===== src/rtl/core/tap_pkg.sv =====
package tap_pkg;

    typedef struct packed {
        logic [7:0] red_in;
        logic [7:0] green_in;
        logic [7:0] blue_in;
    } t_pixel;

    typedef struct packed {
        logic [11:0] tile_column;
        logic [11:0] tile_row;
        logic [7:0]  mean_red;
        logic [7:0]  mean_green;
        logic [7:0]  mean_blue;
        logic        frame_done;
    } t_tile;

    // classified pixel handed from front to back
    typedef struct packed {
        t_pixel      pix;
        logic [11:0] col_idx;
        logic [11:0] tile_row;
        logic        first;
        logic        emit;
        logic        frame_done;
        logic [12:0] count;
    } t_job;

    localparam int SumW = 20;
    localparam logic [1:0] RegWidth  = 2'd0;
    localparam logic [1:0] RegHeight = 2'd1;
    localparam logic [1:0] RegTile   = 2'd2;

endpackage


===== src/rtl/core/tap_front.sv =====
module tap_front
    import tap_pkg::*;
#(
    parameter int MAX_TILE = 64
) (
    input  logic        i_clk,
    input  logic        i_rst_n,
    input  logic        i_restart,
    input  logic [12:0] i_width,
    input  logic [12:0] i_height,
    input  logic [6:0]  i_tile,
    input  logic        i_valid,
    output logic        o_stall,
    input  t_pixel      i_pix,
    output logic        o_valid,
    input  logic        i_stall,
    output t_job        o_job
);
    logic [12:0] w, h;
    logic [6:0]  ts;
    logic [11:0] r_pcol, r_prow, r_tcol, r_trow;
    logic [6:0]  r_cit, r_rit;
    logic        line_end, last_row, cx_end, ry_end, take;

    always_comb begin
        w  = (i_width == 13'd0) ? 13'd1 : ((i_width > 13'd4096) ? 13'd4096 : i_width);
        h  = (i_height == 13'd0) ? 13'd1 : ((i_height > 13'd4096) ? 13'd4096 : i_height);
        ts = (i_tile == 7'd0) ? 7'd1
           : ((int'(i_tile) > MAX_TILE) ? 7'(MAX_TILE) : i_tile);
        line_end = ({1'b0, r_pcol} + 13'd1) >= w;
        last_row = ({1'b0, r_prow} + 13'd1) >= h;
        cx_end   = (r_cit + 7'd1) >= ts;
        ry_end   = (r_rit + 7'd1) >= ts;
    end

    assign o_stall = o_valid && i_stall;
    assign take = i_valid && !o_stall;

    always_ff @(posedge i_clk) begin
        if (!i_rst_n) begin
            o_valid <= 1'b0;
        end else if (take) begin
            o_valid <= 1'b1;
        end else if (!i_stall) begin
            o_valid <= 1'b0;
        end
    end

    always_ff @(posedge i_clk) begin
        if (!i_rst_n || i_restart) begin
            r_pcol <= '0; r_prow <= '0; r_cit <= '0; r_rit <= '0;
            r_tcol <= '0; r_trow <= '0;
        end else begin
            if (take) begin
                o_job.pix        <= i_pix;
                o_job.col_idx    <= r_tcol;
                o_job.tile_row   <= r_trow;
                o_job.first      <= (r_cit == 7'd0) && (r_rit == 7'd0);
                o_job.emit       <= (line_end || cx_end) && (last_row || ry_end);
                o_job.frame_done <= line_end && last_row;
                o_job.count      <= ({6'd0, r_cit} + 13'd1) * ({6'd0, r_rit} + 13'd1);
                if (line_end) begin
                    r_pcol <= '0; r_cit <= '0; r_tcol <= '0;
                    if (last_row) begin
                        r_prow <= '0; r_rit <= '0; r_trow <= '0;
                    end else begin
                        r_prow <= r_prow + 12'd1;
                        if (ry_end) begin
                            r_rit <= '0; r_trow <= r_trow + 12'd1;
                        end else begin
                            r_rit <= r_rit + 7'd1;
                        end
                    end
                end else begin
                    r_pcol <= r_pcol + 12'd1;
                    if (cx_end) begin
                        r_cit <= '0; r_tcol <= r_tcol + 12'd1;
                    end else begin
                        r_cit <= r_cit + 7'd1;
                    end
                end
            end
        end
    end
endmodule


===== config.mk =====
export PLATFORM = sky130hd
export DESIGN_NAME = tap_front
export DESIGN_NICKNAME = d
export VERILOG_FILES = /design/src/rtl/core/tap_pkg.sv /design/src/rtl/core/tap_front.sv
export SDC_FILE = /design/constraint.sdc
export NUM_CORES = 1
export LEC_CHECK = 0
export BUFFER_PORTS_ARGS = -buffer_cell sky130_fd_sc_hd__clkbuf_2
export CAP_MARGIN = 20
export CORE_MARGIN = 5
export CORE_UTILIZATION = 50
export CTS_CLUSTER_SIZE = 10
export DETAILED_ROUTE_END_ITERATION = 6
export PLACE_DENSITY_LB_ADDON = 0.08
export SLEW_MARGIN = 20
export SYNTH_ARGS = -nofsm -noshare
export SYNTH_HDL_FRONTEND = slang
export SYNTH_SLANG_ARGS = --single-unit

===== constraint.sdc =====
create_clock -name i_clk -period 6.5 [get_ports i_clk]
set_input_delay 0 -clock i_clk [delete_from_list [all_inputs] [get_ports i_clk]]
set_output_delay 0 -clock i_clk [all_outputs]
set_load 0.01 [all_outputs]

# Word level (Yosys, flattened, before mapping)
# Index checks and enable logic that the tools add are counted.
word_totals:
  output_inout_bits: 66
  latchBits: 0
  ff_bits: 127
  ram_bits: 0
  mem_bits_ro: 0
  mem_count: 0
op_classes:
  muxes: 18
  n_div: 0
  shifts: 0
  n_mul: 1
  n_reduce_logical: 21
  add_sub_neg: 10
  bitwise_logic: 1
  n_eq_ne: 1
  n_lt_le_gt_ge: 7
ops:
  columns: ["cell", "count"]
  rows:
  - ["two-way mux 12 bit", 6]
  - ["two-way mux 13 bit", 4]
  - ["adder 12 x 1 -> 12 bit (second input constant)", 4]
  - ["two-way mux 7 bit", 6]
  - ["adder 12 x 1 -> 13 bit (second input constant)", 2]
  - ["greater-or-equal comparator 13 bit", 2]
  - ["greater-than comparator 13 bit (second input constant)", 2]
  - ["logical NOT 13 bit", 2]
  - ["logical NOT 7 bit", 3]
  - ["adder 7 x 1 -> 8 bit (second input constant)", 2]
  - ["adder 7 x 1 -> 7 bit (second input constant)", 2]
  - ["greater-or-equal comparator 7 bit", 2]
  - ["multiplier 8 x 8 -> 13 bit", 1]
  - ["greater-than comparator 7 bit (second input constant)", 1]
  - ["AND reduction 2 bit", 3]
  - ["logical AND 1 bit", 5]
  - ["nonzero test 2 bit", 2]
  - ["logical OR 1 bit", 3]
  - ["AND reduction 3 bit", 1]
  - ["logical NOT 1 bit", 2]
  - ["two-way mux 1 bit", 2]
  - ["inequality test 2 x 1 -> 1 bit (second input constant)", 1]
  - ["NOT 1 bit", 1]

# Longest topological paths before layout
# Gate-level depths: netlist of run 1.
depth:
  ltp_word: 6
  ltp_mapped: 21
  mapped_depth_nobuf: 20

# Worst setup path before layout of run 1
# Ideal clock, no wire load.
synth_timing:
  path_type: "register -> register"
  from: "register r_rit[2]"
  to: "register o_job[12] (netlist bit) (data pin)"
  setup_slack_ps: 1496
  stages_incl_launch_ff: 20
  arrival_time_ps: 4744
  cell_sequence: "dfxtp_1 > clkbuf_1 > and3_1 > nand3_1 > xor2_1 > inv_1 > nand2_1 > fa_1 > fa_1 > inv_1 > fa_1 > inv_1 > fa_1 > inv_1 > ha_1 > nand2_1 > o21ai_0 > o41ai_1 > o21ai_0 > xnor2_1"
synth_via:
  elab_chain_cells: 2
synth_rtl:
  columns: ["item", "line", "source"]
  rows:
  - ["from (decl)", "tap_front.sv:22", "logic [6:0] r_cit, r_rit;"]
  - ["from (signal assigned)", "tap_front.sv:71", "r_rit <= r_rit + 7'd1;"]
  - ["adder 7 x 1 -> 8 bit", "tap_front.sv:61", "o_job.count <= ({6'd0, r_cit} + 13'd1) * ({6'd0, r_rit} + 13'd1);"]
  - ["multiplier 8 x 8 -> 13 bit", "tap_front.sv:61", null]
  - ["to (decl)", "tap_front.sv:17", "output t_job o_job"]
# No other way between the ends.
# A chain may end at the register's enable or synchronous reset.

# Worst setup path after layout of run 1
layout_timing:
  from: "register r_cit[0]"
  to: "register o_job[12] (netlist bit) (data pin)"
layout_via:
  elab_chain_cells: 2
layout_rtl:
  columns: ["item", "line", "source"]
  rows:
  - ["from (decl)", "tap_front.sv:22", null]
  - ["from (signal assigned)", "tap_front.sv:79", "r_cit <= r_cit + 7'd1;"]
  - ["adder 7 x 1 -> 8 bit", "tap_front.sv:61", null]
  - ["multiplier 8 x 8 -> 13 bit", "tap_front.sv:61", null]
# No other way between the ends.

==> reports/qor.csv, run 1 <==
metric,value,unit
nFillCells,1423,
peakVddDrop,0.1703,mV
post_cts_buffers,0,
initial_utilization,0.5118,
drv_slew,0,
finalCritPeriodShare,0.8650,
arrival,5790,ps
synthToLayoutAreaGrowth,20.92,%
critical_path.top_delay_family,adder cells,
grt_max_degree,65,
clock_latency,420,ps
h-tree-depth,4,
synth_nets,1035,
ys.flop_type,edfxtp_1,
cts_buffers,17,
skew,9.227,ps
antenna_found_initial,0,
power.total,1.944,mW
ant_nets,0,
place_inst,1194,
crit_path_top_delay_cell,dfxtp_1,
grt_pass1_vias,6347,
die_area,19040,um^2
grt_pass1_wl,29.90,mm
seq_area_frac_synth,0.3887,
drtIter0Drc,370,
clock_path_buffers,2,
crit_buf_inv,4,
ys_ff_latch,127,
drc,0,
hold_violations,0,
avgSynthCellArea,9.456,um^2
ys_types,62,
fin_crit,5623,ps
hpwl,13.04,mm
routedWlPerCell,14.33,um
clkPwrFrac,0.491,
core-area,16000,um^2
clk_pin_slew_worst_paths,70,ps
ios,128,
pwr-share-seq,0.441,
num_antenna_cells,0,
vias,6595,
cts_tree,done,
drive_above_1_share,0.1853,
hold_path.class,in -> reg,
die_h,138.0,um
cts_root_buf,clkbuf_16,
ys_warn_count,0,
start_kind,register,
synth_edf_count,64,
switching_share,0.2523,
synthCells,866,
grt_usage,0.1963,
first_pass_iters,5,
cp_max_fo,12,
power.switching,0.4904,mW
power.density,196.3,nW/um^2
status,"finished, final reports clean",
rsz0062_at_grt,no,
critPathMaxStageDelay,590,ps
wl,17.94,mm
rows,46,
worstPathCellList,ha_1 -> nand3_1 -> xor2_1 -> inv_1 -> nand2_1 -> fa_1 -> fa_1 -> inv_1 -> fa_1 -> inv_1 -> fa_1 -> inv_1 -> ha_1 -> nand2_1 -> o21ai_0 -> o41ai_1 -> o21ai_0 -> xnor2_1,
final_nets,1192,
required,6670,ps
leakagePower,4.292,nW
tightest_slew,844.1,ps
cp-end-kind,register,
whs,67.02,ps
io_buffer_count,127,
via_per_inst,5.268,
setup_tns,0,ps
overflow,0,
setup.worst_path.class,reg -> reg,
fin_cells,1252,
numClockSinks,127,
die_w,138.0,um
internal-power,1.453,mW
p_comb_frac,0.068,
synthArstFlopShare,0,
final_util,0.6189,
slew_headroom,0.4335,
netlist_area,8189,um^2
drv_cap,0,
finalSetupViolations,0,
routabilityCongestion,0.8358,
max_freq,0.1779,GHz
-- registers in the layout (all words and copies together) (netlist names) --
register / flops
r_prow: 12
r_rit: 7
r_trow: 12
o_valid: 1
r_cit: 7
r_pcol: 12
r_tcol: 12
o_job: 64
-- metal layers --
layer / routed length [um] / part of all wire / track usage
met5: 0 / 0 / 0
met4: 238 / 0.013 / 0.05708
met3: 847 / 0.047 / 0.04644
met2: 8735 / 0.49 / 0.3330
met1: 8115 / 0.45 / 0.2504
-- cell usage after synthesis (all sizes together) (6+ instances only) --
cell / number / area share
nand2: 90 / 0.042
inv: 79 / 0.036
o21ai: 44 / 0.028
fa: 34 / 0.083
xnor2: 31 / 0.033
a211oi: 6 / 0.0067
edfxtp: 64 / 0.23
xor2: 19 / 0.020
or3: 14 / 0.011
ha: 73 / 0.11
dfxtp: 63 / 0.15
nand3b: 11 / 0.010
buf: 11 / 0.010
a21oi: 58 / 0.037
a21o: 8 / 0.0073
nor3: 10 / 0.0087
nand4: 7 / 0.0053
nor4: 10 / 0.0076
nand2b: 6 / 0.0046
nor2: 101 / 0.047
clkbuf: 15 / 0.0069
and3: 22 / 0.017
nand3: 33 / 0.021
-- cells by family (layout without fill, tap and decap cells) --
logic type	after synthesis	count (layout)	synth area share
and+or+nand+nor	322	322	0.1898
AOI/OAI and AO/OA	153	153	0.1175
DFF	127	127	0.3887
adders and majority gates	107	107	0.1947
buffers and inverters	105	275	0.05347
xor gates and xnor gates	50	50	0.05348
muxes	2	2	0.002445
-- timing repair --
| item | 4_1_cts | 5_1_grt |
|---|---|---|
| setup endpoints to repair | 0 | 0 |
| endpoints found under the hold margin | 25 | 0 |
| resized for setup | 0 | 0 |
| hold buffers | 26 | 0 |
-- path summary, 6_finish.rpt --
path                    from   endpoint  slack [ps]  depth (start not counted)
setup / recovery    r_cit[0]  o_job[12]         880                         18
hold / removal     i_restart  r_prow[7]          70                          5
setup reg to reg    r_cit[0]  o_job[12]         880                         18
hold reg to reg   r_tcol[11]  o_job[39]         450                          0
-- power groups by stage --
stage               logic, mW  registers [mW]  clock network [mW]
global placement        0.119           0.874                   0
detailed placement      0.120           0.874                   0
finish                  0.132           0.857               0.955
CTS                     0.134           0.857               0.978
global route            0.148           0.858                1.01
floorplan              0.0660           0.880                   0
-- final cells by class --
| class | instances | area, um^2 | share of cell area |
|---|---|---|---|
| clock buffers | 17 | 425.4 | 0.04296 |
| repair buffers | 164 | 978.4 | 0.09881 |
| clock inverters | 15 | 172.7 | 0.01744 |
| multi-input cells | 634 | 4576 | 0.4621 |
| inverters | 79 | 296.5 | 0.02995 |
| well taps | 216 | 270.3 | 0.02729 |
| flip-flops and latches | 127 | 3183 | 0.3215 |
-- placed cells by master, fill, tap and decap left out, types with 3 or more instances in the layout --
master and count:
ha_1 73, dfxtp_1 63, o21ai_0 35, nor4_1 10, a21oi_1 57, nor3_1 7
nand4_1 7, a211oi_1 4, nand3_1 32, a211o_1 3, o21a_1 4, nand2_1 89
o22ai_1 4, clkbuf_2 127, o211ai_1 5, dlygate4sd3_1 26, inv_1 79, xor2_1 19
xnor2_1 31, nand2b_1 6, a22oi_1 4, or4_1 4, fa_1 34, or3_1 13
nand3b_1 11, nor2b_1 4, and2_1 3, clkbuf_16 17, buf_4 11, a21o_1 8
nor2_1 98, o21ai_1 7, inv_8 3, and3_1 22, inv_6 6, edfxtp_1 64
-- tightest hold or removal path, cell delays in order --
cell	delay, ps
clkbuf_2	80
nor2b_1	40
buf_4	190
nand2_1	80
o21ai_0	60
-- stage by stage --
| stage | setup WS, ps | cell area [um^2] |
|---|---|---|
| 2_1_floorplan | 1496 | 8189 |
| 3_3_place_gp | 1015 | 9044 |
| 3_5_place_dp | 813.3 | 9044 |
| 4_1_cts | 796.6 | 9902 |
| 5_1_grt | 480.3 | 9902 |
| 6_report | 877.4 | 9902 |
Note: power is estimated with default switching activity, not from simulation.
==> run 2, diff against run 1 <==
Settings changed: PLACE_DENSITY from default to 0.77, PLACE_DENSITY_LB_ADDON 0.08 to default.
==> run 2 against run 1 <==
  * Routed wire length grew 1.3%
  * Fmax is 1.5% lower
  * Clock skew shrank 1.1 ps
  * Register-to-register slack worse by 80 ps
  * Design area is 0.49% lower
  * Highest routed layer unchanged
==> reports/qor.csv, run 2 (synthesized netlist as in run 1, its figures left out) <==
metric,value,unit
hold_path.class,in -> reg,
final_cell_mix,"127 x clkbuf_2, 98 x nor2_1, 89 x nand2_1, 79 x inv_1, 73 x ha_1",
cts_tree,done,
required,6660,ps
cp_max_fo,13,
synthToLayoutAreaGrowth,20.32,%
grt_usage,0.1994,
finalSetupViolations,0,
hpwl,13.18,mm
num_antenna_cells,0,
rsz0062_at_grt,no,
initial_utilization,0.5118,
final_nets,1190,
via_per_inst,5.350,
antenna_found_initial,0,
fin_crit,5705,ps
cp-end-kind,register,
cts_buffers,17,
hold_violations,0,
rows,46,
max_freq,0.1753,GHz
nFillCells,1359,
r2r_cells,18,
drive_above_1_share,0.1809,
peakVddDrop,0.1893,mV
setup.worst_path.class,reg -> reg,
routabilityCongestion,0.8903,
finalCritPeriodShare,0.8777,
die_w,138.0,um
cts_resized,0,
skew,8.089,ps
clock_path_buffers,2,
place_inst,1192,
drtIter0Drc,466,
routedWlPerCell,14.54,um
arrival,5860,ps
drv_slew,0,
grt_pass1_wl,30.16,mm
drc,0,
grt_max_degree,46,
ios,128,
whs,83.29,ps
power.density,191.1,nW/um^2
io_buffer_count,127,
vias,6688,
final_common_cell,clkbuf_2,
wl,18.18,mm
first_pass_iters,5,
largest_reg_flops,64,
h-tree-depth,4,
leakagePower,4.282,nW
die_h,138.0,um
cts_root_buf,clkbuf_16,
fin_cells,1250,
status,"finished, final reports clean",
tightest_slew,821.7,ps
setup_tns,0,ps
overflow,0,
ant_nets,0,
start_kind,register,
power.total,1.883,mW
clock_latency,420,ps
drv_cap,0,
max_flop_register,o_job,
hold_depth,5,
numClockSinks,127,
die_area,19040,um^2
clk_pin_slew_worst_paths,60,ps
grt_pass1_vias,6480,
core-area,16000,um^2
slew_headroom,0.4482,
## run 2: changes by cell type in the layout (fill, tap and decap cells not counted), moves of 2 or more
cell and change:
clkinv_2 +4, clkinvlp_4 -2, inv_6 -6, clkbuf_1 +3, buf_4 -2, clkinv_8 -2, inv_4 +2, clkbuf_16 +2
clkbuf_8 +2, inv_8 -3
## run 2: final timing paths
path / startpoint / to / slack [ps]
worst max-delay path: r_rit[0] / o_job[12] / 790
worst min-delay path: i_restart / r_prow[3] / 80
worst max register to register: r_rit[0] / o_job[12] / 790
worst min register to register: r_trow[11] / o_job[27] / 460
## run 2: what timing repair did
item | 4_1_cts | 5_1_grt
buffers inserted | 0 | 0
endpoints found under the hold margin | 25 | 0
hold buffers | 26 | 0
## run 2: through the flow
step	cell area (um^2)	setup slack, ps	utilization
2_1_floorplan	8189	1496	-
3_3_place_gp	9029	1043	0.5643
3_5_place_dp	9029	845.7	0.5643
4_1_cts	9853	801.3	0.6158
5_1_grt	9853	315.8	0.6158
6_report	9853	794.7	0.6158
## run 2: report_power, final
part | internal, mW | switching (mW) | total [mW]
combinational | 0.0537 | 0.0778 | 0.132
sequential | 0.853 | 0.00496 | 0.858
clock | 0.552 | 0.342 | 0.894
total | 1.46 | 0.425 | 1.88
## run 2: layer usage
metal	wire length (um)	global-route usage
met2	9023	0.3414
met4	255	0.05543
met3	1156	0.04898
met5	0	0
met1	7741	0.2518
## run 2: final cells by class
| class | instances | area [um^2] | area share |
|---|---|---|---|
| Clock inverter | 8 | 50.05 | 0.005079 |
| Inverter | 79 | 296.5 | 0.03010 |
| Timing Repair Buffer | 162 | 963.4 | 0.09778 |
| Multi-Input combinational cell | 634 | 4576 | 0.4644 |
| Clock buffer | 24 | 514.2 | 0.05219 |
| Sequential cell | 127 | 3183 | 0.3230 |
| Tap cell | 216 | 270.3 | 0.02743 |
## run 2: worst max-delay path, stage by stage (launching register included)
cell	delay [ps]
dfxtp_1	620
ha_1	300
nand3_1	120
xor2_1	600
inv_1	190
nand2_1	150
fa_1	410
fa_1	490
inv_1	60
fa_1	530
inv_1	50
fa_1	520
inv_1	40
ha_1	340
nand2_1	80
o21ai_0	100
o41ai_1	480
o21ai_0	210
xnor2_1	150
