**config.mk**
```make
export PLATFORM = sky130hd
export DESIGN_NAME = tap_queue
export DESIGN_NICKNAME = d
export VERILOG_FILES = /design/src/rtl/core/tap_pkg.sv /design/src/rtl/core/tap_queue.sv
export SDC_FILE = /design/constraint.sdc
export NUM_CORES = 1
export LEC_CHECK = 0
export BUFFER_PORTS_ARGS = -buffer_cell sky130_fd_sc_hd__buf_2
export CAP_MARGIN = 15
export CORE_UTILIZATION = 30
export DETAILED_ROUTE_END_ITERATION = 8
export SLEW_MARGIN = 30
export SYNTH_ARGS = -nofsm -noshare
export SYNTH_HDL_FRONTEND = slang
export SYNTH_SLANG_ARGS = --single-unit
```
**constraint.sdc**
```tcl
create_clock -name i_clk -period 2.74 [get_ports i_clk]
set_input_delay 0.548 -clock i_clk [delete_from_list [all_inputs] [get_ports i_clk]]
set_output_delay 0.548 -clock i_clk [all_outputs]
set_load 0.02 [all_outputs]
```
**src/rtl/core/tap_pkg.sv**
```systemverilog
package tap_pkg;

    typedef struct packed {
        logic [7:0] red_in;
        logic [7:0] green_in;
        logic [7:0] blue_in;
    } t_pixel;

    typedef struct packed {
        logic [11:0] tile_column;
        logic [11:0] tile_row;
        logic [7:0]  mean_red;
        logic [7:0]  mean_green;
        logic [7:0]  mean_blue;
        logic        frame_done;
    } t_tile;

    // classified pixel handed from front to back
    typedef struct packed {
        t_pixel      pix;
        logic [11:0] col_idx;
        logic [11:0] tile_row;
        logic        first;
        logic        emit;
        logic        frame_done;
        logic [12:0] count;
    } t_job;

    localparam int SumW = 20;
    localparam logic [1:0] RegWidth  = 2'd0;
    localparam logic [1:0] RegHeight = 2'd1;
    localparam logic [1:0] RegTile   = 2'd2;

endpackage

```
**src/rtl/core/tap_queue.sv**
```systemverilog
module tap_queue
    import tap_pkg::*;
(
    input  logic i_clk,
    input  logic i_rst_n,
    input  logic i_valid,
    output logic o_stall,
    input  t_job i_job,
    output logic o_valid,
    input  logic i_stall,
    output t_job o_job
);
    t_job       r_mem [4];
    logic [1:0] r_wp, r_rp;
    logic [2:0] r_cnt;
    logic       push, pop;

    assign o_stall = r_cnt == 3'd4;
    assign o_valid = r_cnt != 3'd0;
    assign o_job   = r_mem[r_rp];
    assign push    = i_valid && !o_stall;
    assign pop     = o_valid && !i_stall;

    always_ff @(posedge i_clk) begin
        if (push) r_mem[r_wp] <= i_job;
        if (!i_rst_n) begin
            r_wp <= '0; r_rp <= '0; r_cnt <= '0;
        end else begin
            if (push) r_wp <= r_wp + 2'd1;
            if (pop)  r_rp <= r_rp + 2'd1;
            r_cnt <= r_cnt + 3'(push) - 3'(pop);
        end
    end

    a_cnt: assert property (@(posedge i_clk) disable iff (!i_rst_n) r_cnt <= 3'd4)
        else $error("queue count overflow");
    a_full: assert property (@(posedge i_clk) disable iff (!i_rst_n)
        o_stall |=> !(r_cnt == 3'd0))
        else $error("full queue emptied at once");
    a_noover: assert property (@(posedge i_clk) disable iff (!i_rst_n)
        (r_cnt == 3'd4 && !pop) |=> r_cnt == 3'd4)
        else $error("full queue lost entry");
endmodule

```
* Word level (Yosys, flattened, before mapping)
Memory sizes are Yosys's and may differ from the RTL's. A register that Yosys moved wholly into a read port is not among the register bits.
Cells that the tools add are included.
Widths: inputs -> output; s select.
** Word-level totals
- Word-level logic and storage cells :: 18
- ROM bits :: 0
- Memory bits (writable) :: 256
- Register bits :: 7
- Output and inout bits :: 66
- Memories :: 1
- Latch bits :: 0
- Bits of input ports :: 68
** Cells by class
- Add/sub/neg operators :: 4
- Div/mod/pow operators :: 0
- Shift operators :: 0
- Eq/ne operators :: 1
- Reductions and logical operators :: 5
- Multiplexer cells :: 4
- Multiply operators :: 0
- Bitwise gates (word level) :: 0
- Order comparisons :: 0
** Memory list
- r_mem :: depth 4, width 64, read ports 1, clocked after memory_dff 1, write ports 1, line tap_queue.sv:13 : t_job r_mem [4];
** Operators by type and width (number)
- $add 2x1->2 const B :: 2
- $mux 2 :: 2
- $add 3x1->3 :: 1
- $eq 3x3->1 const B :: 1
- $reduce_bool 3->1 :: 1
- $sub 3x1->3 :: 1
- $logic_and 1x1->1 :: 2
- $logic_not 1->1 :: 2
- $mux 1 :: 2

* Logic depth before layout (Yosys ltp)
Gate-level depths: netlist of run 1.
- Word-level depth :: 5
- Mapped depth :: 12
- Depth with buffers taken out :: 11

* Worst setup path before layout of run 1
OpenSTA, ideal clock, no wires.
- Path type :: input port to flip-flop
- Start :: in i_valid
- End :: mem r_mem[0][0] (netlist name), enable pin
- Path buffers :: 1
- Data required time :: 2.311 ns
- Stages :: 3
- Library setup time :: 0.429 ns
- Path slack :: -0.028 ns
- Arrival time :: 2.339 ns
- Cells stage by stage :: nor2b_1 buf_2 and2_1
** Between the ends
- Cells in the longest elaborated chain, start to end :: 3
** Ends and longest elaborated chain
- start: declaration :: line tap_queue.sv:6 : input logic i_valid,
- $logic_and 1x1->1 :: line tap_queue.sv:21 : assign push = i_valid && !o_stall;
- $mux 1 :: line tap_queue.sv:25 : if (push) r_mem[r_wp] <= i_job;
- $mux 1 (not written as such) :: line tap_queue.sv:25
- end: declaration :: line tap_queue.sv:13
Every way passes these cells.

==> results_tabular.tex, run 1 <==
\begin{tabular}{lr}
\hline
Metric & Value \\
\hline
\multicolumn{2}{l}{\textbf{Final layout}} \\
Number of standard cells in the final layout excluding fillers & about 1.0k \\
Antenna diode count & 0 \\
Combined area of the multi-input logic cells & about 0.0017 sq mm \\
Filler cell count & $\sim$2.9k \\
Fraction of final layout cells sized beyond drive strength 1 & 0.4454 \\
Area delta synth->final & 22.28\% \\
Sequential Area & about 0.0079 sq mm \\
Fin nets & approximately 620 \\
Post-layout util & 0.3766 \\
\multicolumn{2}{l}{\textbf{Logic synthesis}} \\
Synthesized netlist net count & 460 \\
Sequential share of the synthesized area & 0.8033 \\
Yosys warnings & 0 \\
Instance count of the mapped netlist & around 390 \\
Number of register bits inferred by synthesis & about 270 \\
Post-Syn Area & roughly 0.01 sq mm \\
Number of distinct library cell variants in the gate-level netlist after synthesis & 25 \\
Mean cell area of the mapped netlist & between 20 and 30 sq um \\
\multicolumn{2}{l}{\textbf{Die}} \\
X dimension of the die & $\sim$180 um \\
Top-level port count & 134 \\
Die extent in y & 182.7 um \\
Die outline area & between 0.03 and 0.04 sq mm \\
Total core area & roughly 0.032 sq mm \\
Std cell rows & 65 \\
Effective utilization at floorplan & 0.3080 \\
\multicolumn{2}{l}{\textbf{Timing}} \\
Final number of max-transition violations & 0 \\
Setup slack of the critical path after layout & 194.3 ps \\
Max Clock Freq & approximately 390 MHz \\
Fin. Hold Viols & 0 \\
RSZ-0062 raised after global routing & no \\
Min Tclk post-route & about 2500 ps \\
Clock skew after layout & $\sim$7.1 ps \\
Setup TNS Final & 0 ps \\
Slew of the pin with the lowest slew margin & 507.5 ps \\
Tcrit/Tclk final & 0.9291 \\
Setup violators final & 0 \\
Worst rel slew slack & 0.6591 \\
\multicolumn{2}{l}{\textbf{Place}} \\
Global placement routability congestion & 0.7329 \\
Placed Instances & 952 \\
Pre-CTS WS & 419.2 ps \\
DPL Wire Length & between 10 and 15 mm \\
Count of port buffers added during placement & about 130 \\
\multicolumn{2}{l}{\textbf{Clocking}} \\
Number of buffers on the longest clock path & 3 \\
Post-CTS setup buffer count & 0 \\
Clock Latency Late Sink & about 530 ps \\
Number of buffers added to fix hold violations after cts & 0 \\
Number of buffers created by CTS & 28 \\
Root Buffer Master & sky130\_fd\_sc\_hd\_\_clkbuf\_16 \\
Clock transition time at the flip-flop clock pins of the worst setup and hold paths & about 60 ps \\
TritonCTS clock tree & built \\
CTS sink count & around 270 \\
Cells resized by post-CTS repair & 0 \\
\# H-tree levels & 1 \\
\multicolumn{2}{l}{\textbf{Route}} \\
DRC violation count after routing & 0 \\
Residual antenna-violating net count after detailed routing & 0 \\
Iteration-0 DRC count of the detailed router & between 200 and 250 \\
Via count of the routed design & between 4k and 5k \\
Router iterations before antenna repair & 4 \\
Detail-routed via count per cell & 4.389 \\
Routed wire length per instance & between 15 and 20 um \\
Total wire length after detailed routing & roughly 18 mm \\
\multicolumn{2}{l}{\textbf{Pwr}} \\
Total power per unit cell area & $\sim$920 mW/mm\^{}2 \\
Cell leakage power & $\sim$4 nW \\
Total Power & around 11 mW \\
Max VDD drop & 0.6297 mV \\
\multicolumn{2}{l}{\textbf{Global routing}} \\
Maximum number of pins on one net before global-route repair & 65 \\
Antenna violations before repair & 0 \\
Global-route usage over all layers & 0.1090 \\
Aggregate global routing overflow & 0 \\
First-pass GRT wire length & around 28 mm \\
Vias in the first global route & approximately 5k \\
\multicolumn{2}{l}{\textbf{Worst setup path}} \\
Type of element launching the critical path & flip-flop \\
Crit path kind & flip-flop to output pin \\
Highest fanout seen on the critical path & 30 \\
Startpoint of the lowest-slack register-to-register path & r\_cnt[1] \\
WP data arrival & roughly 2000 ps \\
FF-to-FF setup slack & around 400 ps \\
Cell depth of the worst flop-to-flop path & 10 \\
Worst reg2reg path endpoint & r\_cnt[2] \\
Required @ worst endpoint & approximately 2200 ps \\
Critical Path End Type & output pin \\
\multicolumn{2}{l}{\textbf{Min path}} \\
Startpoint of the most critical hold path & i\_job[7] \\
Worst-case hold path end point & r\_mem[1][7] \\
Worst hold path stage count & 1 \\
Type of the tightest min-delay check & input pin to flip-flop \\
\multicolumn{2}{l}{\textbf{Flow run}} \\
Max-capacitance violation count & 0 \\
\multicolumn{2}{l}{\textbf{Outcome}} \\
Result of the run & complete, no violations \\
\hline
\end{tabular}
-- cells in the mapped netlist (all sizes together) --
| cell type | count | share of area |
|---|---|---|
| nor3b | 2 | 0.0020 |
| and2 | 6 | 0.0038 |
| ha | 6 | 0.0077 |
| mux4 | 64 | 0.15 |
| edfxtp | 256 | 0.78 |
| inv | 6 | 0.0023 |
| dfxtp | 9 | 0.018 |
| buf | 14 | 0.017 |
| nor2 | 1 | 0.00038 |
| nand2b | 1 | 0.00064 |
| o21ai | 1 | 0.00051 |
| nand2 | 5 | 0.0019 |
| mux2i | 3 | 0.0031 |
| nor3 | 1 | 0.00051 |
| clkbuf | 2 | 0.00089 |
| or3 | 1 | 0.00064 |
| a21boi | 2 | 0.0015 |
| nor2b | 2 | 0.0013 |
| xnor2 | 2 | 0.0018 |
| fa | 1 | 0.0020 |
-- placed cells by master, fill, tap and decap left out, types with 2 or more instances in the layout --
cell,count
sky130_fd_sc_hd__a21boi_0,2
sky130_fd_sc_hd__and2_1,2
sky130_fd_sc_hd__and2_4,4
sky130_fd_sc_hd__buf_12,9
sky130_fd_sc_hd__buf_2,133
sky130_fd_sc_hd__buf_4,6
sky130_fd_sc_hd__bufinv_16,3
sky130_fd_sc_hd__clkbuf_1,4
sky130_fd_sc_hd__clkbuf_16,29
sky130_fd_sc_hd__clkinv_1,9
sky130_fd_sc_hd__clkinv_2,2
sky130_fd_sc_hd__clkinvlp_4,4
sky130_fd_sc_hd__dfxtp_1,7
sky130_fd_sc_hd__dfxtp_4,2
sky130_fd_sc_hd__edfxtp_1,256
sky130_fd_sc_hd__ha_1,6
sky130_fd_sc_hd__inv_1,6
sky130_fd_sc_hd__mux2i_1,3
sky130_fd_sc_hd__mux4_1,4
sky130_fd_sc_hd__mux4_2,60
sky130_fd_sc_hd__nand2_1,5
sky130_fd_sc_hd__nor2b_1,2
sky130_fd_sc_hd__xnor2_1,2
-- metrics by stage --
| stage | hold slack, ps | cell area, sq um |
|---|---|---|
| 3_5_place_dp | 489.5 | 11070 |
| 2_1_floorplan | 445.1 | 9799 |
| 6_report | 233.9 | 11980 |
| 4_1_cts | 191.6 | 11980 |
| 3_3_place_gp | 454.0 | 11070 |
| 5_1_grt | 201.4 | 11980 |
-- cell families after synthesis --
kind of cell | after synthesis | share of synthesized area
flops | 265 | 0.8033
mux | 67 | 0.1518
buf+inv | 22 | 0.02018
simple gates | 19 | 0.01124
fa+ha+maj | 7 | 0.009709
compound gates | 3 | 0.002043
xor+xnor | 2 | 0.001789
-- cell type report --
class                      count  share of cell area
multi-input combinational     98              0.1452
sequential                   265              0.6575
clock inverter                18             0.01369
timing repair buffer         148             0.07438
inverter                       6            0.001880
tap                          435             0.04544
clock buffer                  33             0.06185
-- power breakdown --
group | switching (mW) | internal [mW]
logic | 1.36 | 1.01
registers | 0.112 | 4.91
clock network | 1.46 | 2.20
-- how the worst max path moves through the flow --
stage / from / end
after floorplan: r_cnt[1] / r_cnt[2]
after global placement: i_valid / r_cnt[2]
after detailed placement: r_cnt[1] / r_cnt[2]
after CTS: flip-flop / o_job[62]
after global routing: flip-flop / o_job[62]
final: flip-flop / o_job[62]
-- worst max-delay path, stage by stage (launching register included) --
cell and delay [ps]:
sky130_fd_sc_hd__dfxtp_4 400, sky130_fd_sc_hd__buf_12 260, sky130_fd_sc_hd__mux4_1 600, sky130_fd_sc_hd__buf_2 180
-- sequential cells by signal (all words and copies together) (netlist names), named ones only --
register	count
r_cnt	3
r_mem	256
r_wp	2
r_rp	2
-- per-layer routing --
layer,GRT usage,part of all wire,wire length (um),vias up
met5,0,0,0,-
met2,0.2009,0.53,9448,121
met3,0.02594,0.055,982,33
li1,-,-,-,1961
met1,0.1249,0.39,7034,2287
met4,0.03092,0.028,494,0
Power figures use the tool's default switching activity.
==> run 2: changes to the inputs <==
- BUFFER_PORTS_ARGS: -buffer_cell sky130_fd_sc_hd__buf_2 -> unset
- DONT_BUFFER_PORTS: unset -> 1
- clock period: 2.74 -> 3.11 ns (I/O delays scaled with it)
==> results_tabular.tex, run 2 (synthesis gave the netlist of run 1 again) <==
\begin{tabular}{lr}
\hline
Metric & Value \\
\hline
\multicolumn{2}{l}{\textbf{Outcome}} \\
Result of the run & complete, no violations \\
\multicolumn{2}{l}{\textbf{Worst setup path}} \\
CP cell instances & buf\_4 -> mux4\_2 \\
Highest fanout seen on the critical path & 31 (+3.3\%) \\
FF-to-FF setup slack & 600 ps (+200 ps) \\
Type of element launching the critical path & flip-flop \\
Critical Path End Type & output pin \\
Count of buffering cells on the critical path with inverters included & 1 (-1) \\
Dominant delay contributor by cell family on the critical path & flip-flops \\
Cell count along the critical path & 2 (-1) \\
Worst reg2reg path endpoint & r\_cnt[2] \\
WP data arrival & 2220 ps (+220 ps) \\
Startpoint of the lowest-slack register-to-register path & r\_cnt[1] \\
CP Capture Point & o\_job[49] \\
Worst-path cell with the longest stage delay & sky130\_fd\_sc\_hd\_\_dfxtp\_4 \\
Required @ worst endpoint & 2490 ps (+300 ps) \\
Cell depth of the worst flop-to-flop path & 12 (+2) \\
Crit-path max cell delay & 770 ps (+170 ps) \\
Crit path kind & flip-flop to output pin \\
\multicolumn{2}{l}{\textbf{Timing}} \\
RSZ-0062 raised after global routing & no \\
Setup TNS Final & 0 ps (unchanged) \\
Worst rel slew slack & 0.5286 (-0.1305) \\
Max Clock Freq & $\sim$350 MHz \\
Hold Worst Slack & 181.4 ps (-52.51 ps) \\
Setup violators final & 0 (unchanged) \\
Final number of max-transition violations & 0 (unchanged) \\
Clock skew after layout & 6.822 ps (-0.2912 ps) \\
Setup slack of the critical path after layout & 267.4 ps (+73.09 ps) \\
Min Tclk post-route & between 2000 and 3000 ps \\
Slew of the pin with the lowest slew margin & 707.1 ps (+199.6 ps) \\
Fin. Hold Viols & 0 (unchanged) \\
Tcrit/Tclk final & 0.9140 \\
\multicolumn{2}{l}{\textbf{Global routing}} \\
Antenna violations before repair & 0 (unchanged) \\
Vias in the first global route & 4,506 (-8.0\%) \\
Most congested layer reported by global routing & met2 \\
First-pass GRT wire length & 27.81 mm (about the same) \\
Met1 demand-to-capacity share in global routing & 0.1279 (+0.003061) \\
Aggregate global routing overflow & 0 (unchanged) \\
Global-route track usage on met2 & 0.1983 (-0.002595) \\
Maximum number of pins on one net before global-route repair & 39 (-40\%) \\
Global-route usage over all layers & 0.1127 (+0.003697) \\
Met3 track demand over resource in global routing & 0.04311 (+0.01716) \\
\multicolumn{2}{l}{\textbf{Clocking}} \\
TritonCTS clock tree & built \\
Root Buffer Master & sky130\_fd\_sc\_hd\_\_clkbuf\_16 \\
Number of buffers created by CTS & 29 (+3.6\%) \\
Post-CTS setup buffer count & 0 (unchanged) \\
Number of buffers on the longest clock path & 3 (unchanged) \\
CTS sink count & 265 (unchanged) \\
Clock transition time at the flip-flop clock pins of the worst setup and hold paths & 60 ps (about the same) \\
Cells resized by post-CTS repair & 0 (unchanged) \\
Number of buffers added to fix hold violations after cts & 0 (unchanged) \\
Clock Latency Late Sink & 530 ps (about the same) \\
\# H-tree levels & 1 (unchanged) \\
\multicolumn{2}{l}{\textbf{Min path}} \\
Type of the tightest min-delay check & input pin to flip-flop \\
\multicolumn{2}{l}{\textbf{Die}} \\
Die outline area & 0.03337 sq mm (unchanged) \\
Total core area & 0.03180 sq mm (unchanged) \\
Effective utilization at floorplan & 0.3080 (unchanged) \\
Top-level port count & 134 (unchanged) \\
X dimension of the die & 182.7 um (unchanged) \\
Die extent in y & 182.7 um (unchanged) \\
Std cell rows & 65 (unchanged) \\
\multicolumn{2}{l}{\textbf{Final layout}} \\
Combined area of the multi-input logic cells & 0.001739 sq mm (unchanged) \\
Fraction of final layout cells sized beyond drive strength 1 & 0.2778 (-0.1676) \\
Leading cell types in the layout, fill and taps excluded & sky130\_fd\_sc\_hd\_\_edfxtp\_1 (256), sky130\_fd\_sc\_hd\_\_mux4\_2 (60), sky130\_fd\_sc\_hd\_\_clkbuf\_16 (29) \\
Fin nets & 486 (-22\%) \\
Register with the most flip-flops & r\_mem \\
Registers with the most flip-flops & r\_mem: 256 flops, r\_cnt: 3 flops \\
Most common library cell in the layout ignoring fill and taps & sky130\_fd\_sc\_hd\_\_edfxtp\_1 \\
Area delta synth->final & 15.24\% \\
Largest register FFs & 256 (unchanged) \\
Filler cell count & 2,877 (+0.14\%) \\
Antenna diode count & 0 (unchanged) \\
Sequential Area & 0.007875 sq mm (unchanged) \\
\multicolumn{2}{l}{\textbf{Route}} \\
Detail-routed via count per cell & 4.535 (+3.3\%) \\
DRC violation count after routing & 0 (unchanged) \\
Router iterations before antenna repair & 4 (unchanged) \\
Via count of the routed design & 3,932 (-11\%) \\
Routed wire length per instance & 21.43 um (+20\%) \\
Iteration-0 DRC count of the detailed router & 227 (+5.6\%) \\
Residual antenna-violating net count after detailed routing & 0 (unchanged) \\
Total wire length after detailed routing & 18.58 mm (+3.5\%) \\
\multicolumn{2}{l}{\textbf{Pwr}} \\
Cell leakage power & 3.436 nW (-14\%) \\
Switching share of power & 0.2661 (+0.0008686) \\
Part of the power in the clock network & 0.353 (+0.022) \\
Combinational share of power & 0.173 (-0.042) \\
Internal Pwr Total & 7.019 mW (-14\%) \\
Max VDD drop & 0.6014 mV (-4.5\%) \\
Switching Power & 2.544 mW (-13\%) \\
Total power per unit cell area & 847.3 mW/mm\^{}2 (-8.2\%) \\
Seq pwr share & 0.473 (+0.019) \\
\multicolumn{2}{l}{\textbf{Place}} \\
DPL Wire Length & 10.90 mm (-4.3\%) \\
Count of port buffers added during placement & 0 (-100\%) \\
Pre-CTS WS & 603.0 ps (+183.8 ps) \\
Global placement routability congestion & 0.6767 (-7.7\%) \\
\multicolumn{2}{l}{\textbf{Flow run}} \\
Max-capacitance violation count & 0 (unchanged) \\
\hline
\end{tabular}
==> run 2: cell types whose count changed in the layout (fill, tap and decap cells not counted) <==
cell                         before  now
sky130_fd_sc_hd__buf_2          133    0
sky130_fd_sc_hd__buf_4            6    5
sky130_fd_sc_hd__clkinv_1         9    3
sky130_fd_sc_hd__clkinv_4         0    1
sky130_fd_sc_hd__inv_6            0    1
sky130_fd_sc_hd__clkbuf_1         4    7
sky130_fd_sc_hd__clkinvlp_4       4    5
sky130_fd_sc_hd__bufinv_16        3    4
sky130_fd_sc_hd__buf_12           9    6
==> run 2: routing by layer <==
metal / routed length [um] / part of all wire / vias up
met5: 0 / 0 / -
met4: 276 / 0.015 / 0
met1: 7207 / 0.39 / 2103
met3: 1674 / 0.090 / 26
met2: 9426 / 0.51 / 113
li1: - / - / 1690
==> run 2: power by group through the flow <==
stage / Clock, mW / Sequential, mW / Combinational (mW)
3_3_place_gp: 0 / 4.59 / 1.69
5_1_grt: 3.62 / 4.58 / 1.77
3_5_place_dp: 0 / 4.62 / 1.71
2_1_floorplan: 0 / 4.48 / 1.51
4_1_cts: 3.48 / 4.54 / 1.72
6_report: 3.38 / 4.53 / 1.66
==> run 2: stage by stage <==
stage          total power [mW]  instances    util  area, sq um
6_report                  9.563        867  0.3549        11290
5_1_grt                   9.971        867  0.3549        11290
4_1_cts                   9.744        867  0.3549        11290
3_5_place_dp              6.328        815  0.3251        10340
3_3_place_gp              6.275        815  0.3251        10340
2_1_floorplan             5.985        385       -         9794
==> run 2: worst min-delay path by stage <==
stage                     depth (start not counted)  slack, ps  startpoint      endpoint
after floorplan                                   2        450     r_rp[1]     flip-flop
after global placement                            2        450     r_rp[1]     flip-flop
after detailed placement                          2        460     r_rp[1]     flip-flop
after CTS                                         0        140   i_job[40]  r_mem[1][40]
after global routing                              0        140   i_job[32]  r_mem[2][32]
final                                             0        180   i_job[14]  r_mem[3][14]
==> run 2: cell type report <==
cell class / instances / share of cell area
Timing Repair Buffer: 11 / 0.01397
Sequential cell: 265 / 0.6977
Clock inverter: 16 / 0.01740
Clock buffer: 36 / 0.06662
Tap cell: 435 / 0.04822
Multi-Input combinational cell: 98 / 0.1541
Inverter: 6 / 0.001995
